$ cat config.mk
export PLATFORM = sky130hd
export DESIGN_NAME = string_escape_to_utf8_decoder
export DESIGN_NICKNAME = d
export VERILOG_FILES = /design/src/rtl/core/seud_pkg.sv /design/src/rtl/core/seud_step.sv /design/src/rtl/core/string_escape_to_utf8_decoder.sv
export SDC_FILE = /design/constraint.sdc
export NUM_CORES = 1
export LEC_CHECK = 0
export BUFFER_PORTS_ARGS = -buffer_cell sky130_fd_sc_hd__buf_2
export CAP_MARGIN = 30
export CORE_MARGIN = 3
export CORE_UTILIZATION = 63
export DETAILED_ROUTE_END_ITERATION = 10
export PLACE_DENSITY = 0.78
export REMOVE_ABC_BUFFERS = 1
export SLEW_MARGIN = 20
export SYNTH_ARGS = -nofsm -noshare
export SYNTH_HDL_FRONTEND = slang
export SYNTH_HIERARCHICAL = 1
export SYNTH_SLANG_ARGS = --single-unit
$ cat constraint.sdc
create_clock -name clk -period 11 [get_ports clk]
set_clock_uncertainty 0.05 [all_clocks]
set_input_delay 1.1 -clock clk [delete_from_list [all_inputs] [get_ports clk]]
set_output_delay 1.1 -clock clk [all_outputs]
set_load 0.02 [all_outputs]
$ cat src/rtl/core/seud_pkg.sv
`default_nettype none

package seud_pkg;

	// Escape decoder phase.
	typedef enum logic [1:0] {
		PH_NORMAL,
		PH_ESCAPE,
		PH_HEX,
		PH_TRIM
	} phase_t;

	typedef struct packed {
		phase_t      phase;
		logic [3:0]  hex_left;
		logic [31:0] hex_value;
		logic        hex_frozen;
	} esc_state_t;

	// Up to four result bytes for one input beat, byte 0 goes out first.
	typedef struct packed {
		logic [3:0][7:0] bytes;
		logic [2:0]      count;
		logic            done;
		logic            incomplete;
		logic            nl_inc;
	} step_res_t;

	localparam logic [7:0] CH_BSLASH = 8'h5C;
	localparam logic [7:0] CH_QUOTE  = 8'h22;
	localparam logic [7:0] CH_LF     = 8'h0A;
	localparam logic [7:0] CH_CR     = 8'h0D;
	localparam logic [7:0] CH_TAB    = 8'h09;
	localparam logic [7:0] CH_SPACE  = 8'h20;
	localparam logic [7:0] CH_BS     = 8'h08;
	localparam logic [7:0] CH_FF     = 8'h0C;
	localparam logic [7:0] CH_LC_B   = 8'h62;
	localparam logic [7:0] CH_LC_F   = 8'h66;
	localparam logic [7:0] CH_LC_N   = 8'h6E;
	localparam logic [7:0] CH_LC_R   = 8'h72;
	localparam logic [7:0] CH_LC_T   = 8'h74;
	localparam logic [7:0] CH_LC_U   = 8'h75;
	localparam logic [7:0] CH_UC_U   = 8'h55;

	localparam logic [3:0] HEX_SHORT = 4'd4;
	localparam logic [3:0] HEX_LONG  = 4'd8;

	localparam logic [31:0] CP_2BYTE = 32'h80;
	localparam logic [31:0] CP_3BYTE = 32'h800;
	localparam logic [31:0] CP_4BYTE = 32'h10000;

	localparam logic [7:0] LEAD_2 = 8'hC0;
	localparam logic [7:0] LEAD_3 = 8'hE0;
	localparam logic [7:0] LEAD_4 = 8'hF0;
	localparam logic [7:0] CONT   = 8'h80;

endpackage

`default_nettype wire

$ cat src/rtl/core/seud_step.sv
`default_nettype none

// Next-state and result bytes for one input beat.
module seud_step (
	input  wire seud_pkg::esc_state_t cur,
	input  wire                       multiline,
	input  wire                       action,
	input  wire [7:0]                 in_byte,
	output seud_pkg::esc_state_t      nxt,
	output seud_pkg::step_res_t       res
);

	logic        is_space;
	logic        is_lf;
	logic        hex_ok;
	logic [3:0]  hex_d;
	logic        frz;
	logic [31:0] val;
	logic [3:0]  left;

	always_comb begin
		is_lf    = (in_byte == seud_pkg::CH_LF);
		is_space = (in_byte == seud_pkg::CH_SPACE) || (in_byte == seud_pkg::CH_TAB) ||
			is_lf || (in_byte == seud_pkg::CH_CR);

		// Digits map by their low nibble, letters of either case by low nibble plus nine.
		priority if (in_byte >= 8'h30 && in_byte <= 8'h39) begin
			hex_ok = 1'b1;
			hex_d  = in_byte[3:0];
		end else if ((in_byte >= 8'h61 && in_byte <= 8'h66) ||
			(in_byte >= 8'h41 && in_byte <= 8'h46)) begin
			hex_ok = 1'b1;
			hex_d  = in_byte[3:0] + 4'd9;
		end else begin
			hex_ok = 1'b0;
			hex_d  = 4'd0;
		end

		frz  = cur.hex_frozen | ~hex_ok;
		val  = frz ? cur.hex_value : {cur.hex_value[27:0], hex_d};
		left = (cur.hex_left != 4'd0) ? (cur.hex_left - 4'd1) : 4'd0;
	end

	always_comb begin
		nxt = cur;
		res = '0;
		if (action) begin
			nxt = '0;
			res.count      = 3'd1;
			res.done       = 1'b1;
			res.incomplete = (cur.phase == seud_pkg::PH_ESCAPE) ||
				(cur.phase == seud_pkg::PH_HEX);
		end else if (cur.phase == seud_pkg::PH_TRIM && is_space) begin
			res.nl_inc = is_lf;
		end else begin
			// A non-blank byte ends a trim and is decoded as a normal byte.
			nxt.phase = seud_pkg::PH_NORMAL;
			unique case (cur.phase)
				seud_pkg::PH_NORMAL, seud_pkg::PH_TRIM: begin
					if (in_byte == seud_pkg::CH_BSLASH) begin
						nxt.phase = seud_pkg::PH_ESCAPE;
					end else begin
						res.nl_inc   = is_lf & multiline;
						res.bytes[0] = in_byte;
						res.count    = 3'd1;
					end
				end
				seud_pkg::PH_ESCAPE: begin
					res.count = 3'd1;
					unique case (in_byte)
						seud_pkg::CH_QUOTE:  res.bytes[0] = seud_pkg::CH_QUOTE;
						seud_pkg::CH_BSLASH: res.bytes[0] = seud_pkg::CH_BSLASH;
						seud_pkg::CH_LC_B:   res.bytes[0] = seud_pkg::CH_BS;
						seud_pkg::CH_LC_F:   res.bytes[0] = seud_pkg::CH_FF;
						seud_pkg::CH_LC_N:   res.bytes[0] = seud_pkg::CH_LF;
						seud_pkg::CH_LC_R:   res.bytes[0] = seud_pkg::CH_CR;
						seud_pkg::CH_LC_T:   res.bytes[0] = seud_pkg::CH_TAB;
						seud_pkg::CH_LC_U, seud_pkg::CH_UC_U: begin
							res.count      = 3'd0;
							nxt.phase      = seud_pkg::PH_HEX;
							nxt.hex_left   = (in_byte == seud_pkg::CH_LC_U) ?
								seud_pkg::HEX_SHORT : seud_pkg::HEX_LONG;
							nxt.hex_value  = '0;
							nxt.hex_frozen = 1'b0;
						end
						default: begin
							if (multiline && is_space) begin
								res.count  = 3'd0;
								nxt.phase  = seud_pkg::PH_TRIM;
								res.nl_inc = is_lf;
							end else begin
								res.bytes[0] = seud_pkg::CH_BSLASH;
								res.bytes[1] = in_byte;
								res.count    = 3'd2;
							end
						end
					endcase
				end
				seud_pkg::PH_HEX: begin
					if (left == 4'd0) begin
						nxt = '0;
						if (val < seud_pkg::CP_2BYTE) begin
							res.bytes[0] = val[7:0];
							res.count    = 3'd1;
						end else if (val < seud_pkg::CP_3BYTE) begin
							res.bytes[0] = seud_pkg::LEAD_2 | {3'd0, val[10:6]};
							res.bytes[1] = seud_pkg::CONT | {2'd0, val[5:0]};
							res.count    = 3'd2;
						end else if (val < seud_pkg::CP_4BYTE) begin
							res.bytes[0] = seud_pkg::LEAD_3 | {4'd0, val[15:12]};
							res.bytes[1] = seud_pkg::CONT | {2'd0, val[11:6]};
							res.bytes[2] = seud_pkg::CONT | {2'd0, val[5:0]};
							res.count    = 3'd3;
						end else begin
							// Lead byte keeps only the low eight bits of the OR.
							res.bytes[0] = seud_pkg::LEAD_4 | val[25:18];
							res.bytes[1] = seud_pkg::CONT | {2'd0, val[17:12]};
							res.bytes[2] = seud_pkg::CONT | {2'd0, val[11:6]};
							res.bytes[3] = seud_pkg::CONT | {2'd0, val[5:0]};
							res.count    = 3'd4;
						end
					end else begin
						nxt.phase      = seud_pkg::PH_HEX;
						nxt.hex_left   = left;
						nxt.hex_value  = val;
						nxt.hex_frozen = frz;
					end
				end
			endcase
		end
	end

endmodule

`default_nettype wire

$ cat src/rtl/core/string_escape_to_utf8_decoder.sv
// Path: an input beat goes through the input register, then the result register, to its
// first result beat. Throughput: one input beat per cycle while each item gives at most
// one result and m_tready is high; an item giving n results holds the result register for n
// output beats. Items that give no result still pass through the result stage.
// Reset (arst_n low, asynchronous) clears the escape state, the line count, the
// multiline register and all valid flags.
`default_nettype none

module string_escape_to_utf8_decoder (
	input  wire        clk,
	input  wire        arst_n,
	input  wire        cfg_wen,
	input  wire        cfg_data,      // multiline_mode
	input  wire        s_tvalid,
	output logic       s_tready,
	input  wire [7:0]  s_tdata,       // in_byte
	input  wire        s_tuser,       // action
	output logic       m_tvalid,
	input  wire        m_tready,
	output logic [39:0] m_tdata,      // out_byte [7:0], line_count [39:8]
	output logic [1:0] m_tuser,       // body_done [0], escape_incomplete [1]
	output logic       m_tlast        // run_last
);

	logic                 multiline_q;
	logic                 valid_s1;
	logic                 action_s1;
	logic [7:0]           byte_s1;
	seud_pkg::esc_state_t state_q;
	seud_pkg::esc_state_t state_nxt;
	seud_pkg::step_res_t  res;
	logic [31:0]          newline_q;
	logic [31:0]          newline_nxt;

	logic                 out_valid_s2;
	logic [3:0][7:0]      bytes_s2;
	logic [2:0]           count_s2;
	logic [1:0]           idx_s2;
	logic [31:0]          line_s2;
	logic                 done_s2;
	logic                 inc_s2;

	logic                 out_last;
	logic                 buf_free;
	logic                 proc;

	seud_step u_step (
		.cur       (state_q),
		.multiline (multiline_q),
		.action    (action_s1),
		.in_byte   (byte_s1),
		.nxt       (state_nxt),
		.res       (res)
	);

	always_comb begin
		out_last    = ({1'b0, idx_s2} == (count_s2 - 3'd1));
		buf_free    = !out_valid_s2 || (m_tready && out_last);
		proc        = valid_s1 && buf_free;
		s_tready    = !valid_s1 || proc;
		newline_nxt = newline_q + {31'd0, res.nl_inc};
		m_tvalid    = out_valid_s2;
		m_tdata     = {line_s2, bytes_s2[idx_s2]};
		m_tuser     = {inc_s2, done_s2};
		m_tlast     = out_last;
	end

	always_ff @(posedge clk or negedge arst_n) begin
		if (!arst_n) begin
			multiline_q <= 1'b0;
		end else if (cfg_wen) begin
			multiline_q <= cfg_data;
		end
	end

	always_ff @(posedge clk) begin
		if (s_tvalid && s_tready) begin
			action_s1 <= s_tuser;
			byte_s1   <= s_tdata;
		end
		if (proc) begin
			bytes_s2 <= res.bytes;
			count_s2 <= res.count;
			line_s2  <= newline_nxt;
			done_s2  <= res.done;
			inc_s2   <= res.incomplete;
		end
	end

	always_ff @(posedge clk or negedge arst_n) begin
		if (!arst_n) begin
			valid_s1     <= 1'b0;
			state_q      <= '0;
			newline_q    <= '0;
			out_valid_s2 <= 1'b0;
			idx_s2       <= '0;
		end else begin
			if (s_tready) begin
				valid_s1 <= s_tvalid;
			end
			if (proc) begin
				state_q      <= state_nxt;
				newline_q    <= newline_nxt;
				out_valid_s2 <= (res.count != 3'd0);
				idx_s2       <= '0;
			end else if (out_valid_s2 && m_tready) begin
				// With no new item waiting, the last beat empties the result register.
				if (out_last) begin
					out_valid_s2 <= 1'b0;
				end else begin
					idx_s2 <= idx_s2 + 2'd1;
				end
			end
		end
	end

endmodule

`default_nettype wire

==> results.md <==
* Largest net degree at the start of global routing at 88
* Nets at approximately 1000
* Worst reg2reg startpoint: state_q[37]
* Leak at 4.25 nW
* FP Rows at 43
* Worst-margin pin slew at 920 ps
* FMAX at between 200 and 250 MHz
* Drt pass-1 iters at 6
* Final Critical Period at between 4000 and 5000 ps
* EDFF count, synth at 78
* Pwr Density at 144 nW/µm²
* Worst Setup Start Kind: flip-flop
* Vias in the first global route at ~6900
* Final Max Tran Viols at 0
* Clk pin slew, worst setup/hold paths at 60 ps
* Min-delay worst type: input port to asynchronous set/reset pin
* Post-Syn Area per Cell at approximately 9.8 µm²
* Setup TNS Final at 0 ps
* Total CTS buffers at 17
* NetSw at approximately 0.38 mW
* Vias/cell at roughly 6.4
* WP data required at between 10000 and 15000 ps
* Fillers at 1047
* Sequential power share at approximately 46%
* Number of routed nets with antenna violations at 0
* Initial DRC Count at 900
* Initial antenna violation count at 1
* Crit Path Class: flip-flop to flip-flop
* Slew margin rel. at about two fifths
* Worst R2R Path Depth at 13
* Netlist cell types at 90
* Post-CTS Setup Bufs at 0
* Comb power frac at a little over an eighth
* Final hold slack at approximately 450 ps
* CP startpoint: state_q[37]
* Synth Register Bits at roughly 150
* Wirelength, routed at between 20000 and 25000 µm
* Ys async rst share at 49.4%
* IO buf count at 59
* CP max FO at 22
* Setup crit end: line_s2[28]
* Post-Syn Instances at about 940
* Root Buffer: clkbuf_16
* DRC violations left at 0
* Flop-to-flop setup slack at ~6000 ps
* Cts hold-fix bufs at 0
* Vias post-DR at ~7400
* Maximum clock path buffer count at 2
* Critical Path End Type: flip-flop
* Worst vdd ir at roughly 110 µV
* Wire length per cell at approximately 20 µm
* Seq/Total Area, Yosys at between 40 and 50%
* Setup violators final at 0
* Die extent in y at approximately 130 µm
* Outcome: finished clean
* CTS sink count at about 150
* Switching portion of total power at a little over a quarter
* GRT Residual Overflow at 0
* Initial Util at 65.2%
* Area Overhead vs Synth at 10.1%
* DP HPWL at between 10000 and 15000 µm
* Tcrit/Tclk final at ~45%
* Main synth FF type: edfxtp_1
* RSZ-0062 raised after global routing: no
* Die width at 127 µm
* Yosys Warn Count at 6
* Hold Fails Final Rpt at 0
* Post-cts sizing count at 0
* Antenna cells at 0
* Final Wtd Congestion at approximately 0.98
* GRT Total Usage at between 20 and 30%
* Syn Std Cell Area at ~9000 µm²
* Reg2reg end: line_s2[28]
* First-pass GRT wire length at approximately 36000 µm
* Placeable Area at around 14000 µm²
* Die area at about 16000 µm²
* Cell internal pwr at around 1.1 mW
* CTS tree: yes
* Clk_lat worst skew at between 400 and 500 ps
* Clock share of power at between 40% and 50%
* Share of layout cells above drive strength 1 at 15.6%
* # Max-Cap Violations at 0
* H-Tree Depth at 4
* Ports at 60
* Critical path arrival at 5060 ps
==> kinds of logic after synthesis <==
| group | after synthesis | synth area share (%) |
|---|---|---|
| AO/OA/AOI/OAI | 165 | 13.2 |
| XOR/XNOR | 64 | 6.12 |
| adder cells (fa/ha/maj) | 11 | 1.50 |
| buffers and inverters | 86 | 4.41 |
| flip-flops | 154 | 46.3 |
| multiplexers | 48 | 6.65 |
| other | 1 | 0.0409 |
| AND/OR/NAND/NOR | 406 | 21.7 |
==> critical path: stages (launching register included) <==
cell      delay (ps)
dfrtp_1          390
inv_1             90
ha_1             760
clkinv_1         440
o22ai_1          280
a31oi_1          110
nor4b_1          580
ha_1             280
ha_1             250
nand3_2          170
nor4_1           760
and2_1           310
nand2_1           90
xnor2_1          130
==> synthesized netlist by cell type, drive strengths merged (10+ instances only) <==
cell type  number  area share, %
a21oi          29            1.6
a22oi          21            1.7
a2bb2oi        16            1.5
and3           12           0.87
buf            35            2.3
clkbuf         28            1.1
dfrtp          76             21
edfxtp         78             26
ha             11            1.5
inv            21           0.86
mux2           20            2.5
mux2i          20            2.2
nand2         177            7.3
nand3          32            1.9
nand4          16            1.2
nor2           87            3.6
nor3           16            1.1
nor4           12            1.1
o211ai         10           0.82
o21ai          22            1.2
xnor2          45            4.3
xor2           19            1.8
==> final cells by class <==
cell class	instances	area [µm²]	area share, %
multi-input cells	696	4520	44.9
flip-flops and latches	154	4240	42.1
clock buffers	21	450	4.47
repair buffers	70	404	4.01
well taps	180	225	2.23
clock inverters	11	144	1.43
inverters	23	88.8	0.881
==> layout by cell type, fill, tap and decap left out, types with 10 or more instances in the layout <==
cell / count
ha_1: 11
nand4_1: 15
a21oi_1: 29
nor3_1: 14
and3_1: 11
edfxtp_1: 78
mux2_2: 19
nor2_1: 85
nand2_1: 176
a22oi_1: 21
clkbuf_16: 17
buf_2: 58
o211ai_1: 10
nor4_1: 10
a2bb2oi_1: 16
xnor2_1: 45
o21ai_0: 19
dfrtp_1: 76
xor2_1: 19
buf_4: 10
nand3_1: 30
inv_1: 20
mux2i_1: 19
==> per-layer routing <==
| metal | routed length [µm] | global-route usage (%) | share of wire (%) |
|---|---|---|---|
| met5 | 13 | 0 | 0.058 |
| met1 | 9720 | 40.8 | 43 |
| met4 | 433 | 7.89 | 1.9 |
| met3 | 1810 | 7.58 | 8.0 |
| met2 | 10500 | 42.5 | 47 |
==> how the worst min path moves through the flow <==
stage,startpoint,to,slack [ps],cells after the start
2_1_floorplan,newline_q[0],newline_q[0],400,2
3_3_place_gp,newline_q[0],newline_q[0],420,2
3_5_place_dp,newline_q[0],newline_q[0],440,2
4_1_cts,arst_n,state_q[37],440,1
5_1_grt,arst_n,multiline_q,440,1
6_report,arst_n,multiline_q,450,1
==> power groups by stage <==
stage                     logic [mW]  registers [mW]  clock network [mW]
after floorplan                0.111           0.689                   0
after global placement         0.186           0.680                   0
after detailed placement       0.188           0.681                   0
after CTS                      0.188           0.670               0.599
after global routing           0.206           0.673               0.624
final                          0.191           0.669               0.591
==> sequential cells by signal, summed over array words and instances (netlist names), 2 cells and up <==
name,cells
count_s2,3
newline_q,32
idx_s2,2
state_q,39
bytes_s2,32
line_s2,32
byte_s1,8
==> per-stage QoR <==
step	util (%)	power, mW	worst slack, ps	cell area [µm²]	std cells
2_1_floorplan	-	0.800	6580	8840	873
3_3_place_gp	67.3	0.866	6360	9450	1121
3_5_place_dp	67.3	0.869	6150	9450	1121
4_1_cts	71.5	1.46	6080	10000	1153
5_1_grt	71.8	1.50	5740	10100	1155
6_report	71.8	1.45	6060	10100	1155
(Power assumes the default switching activity.)
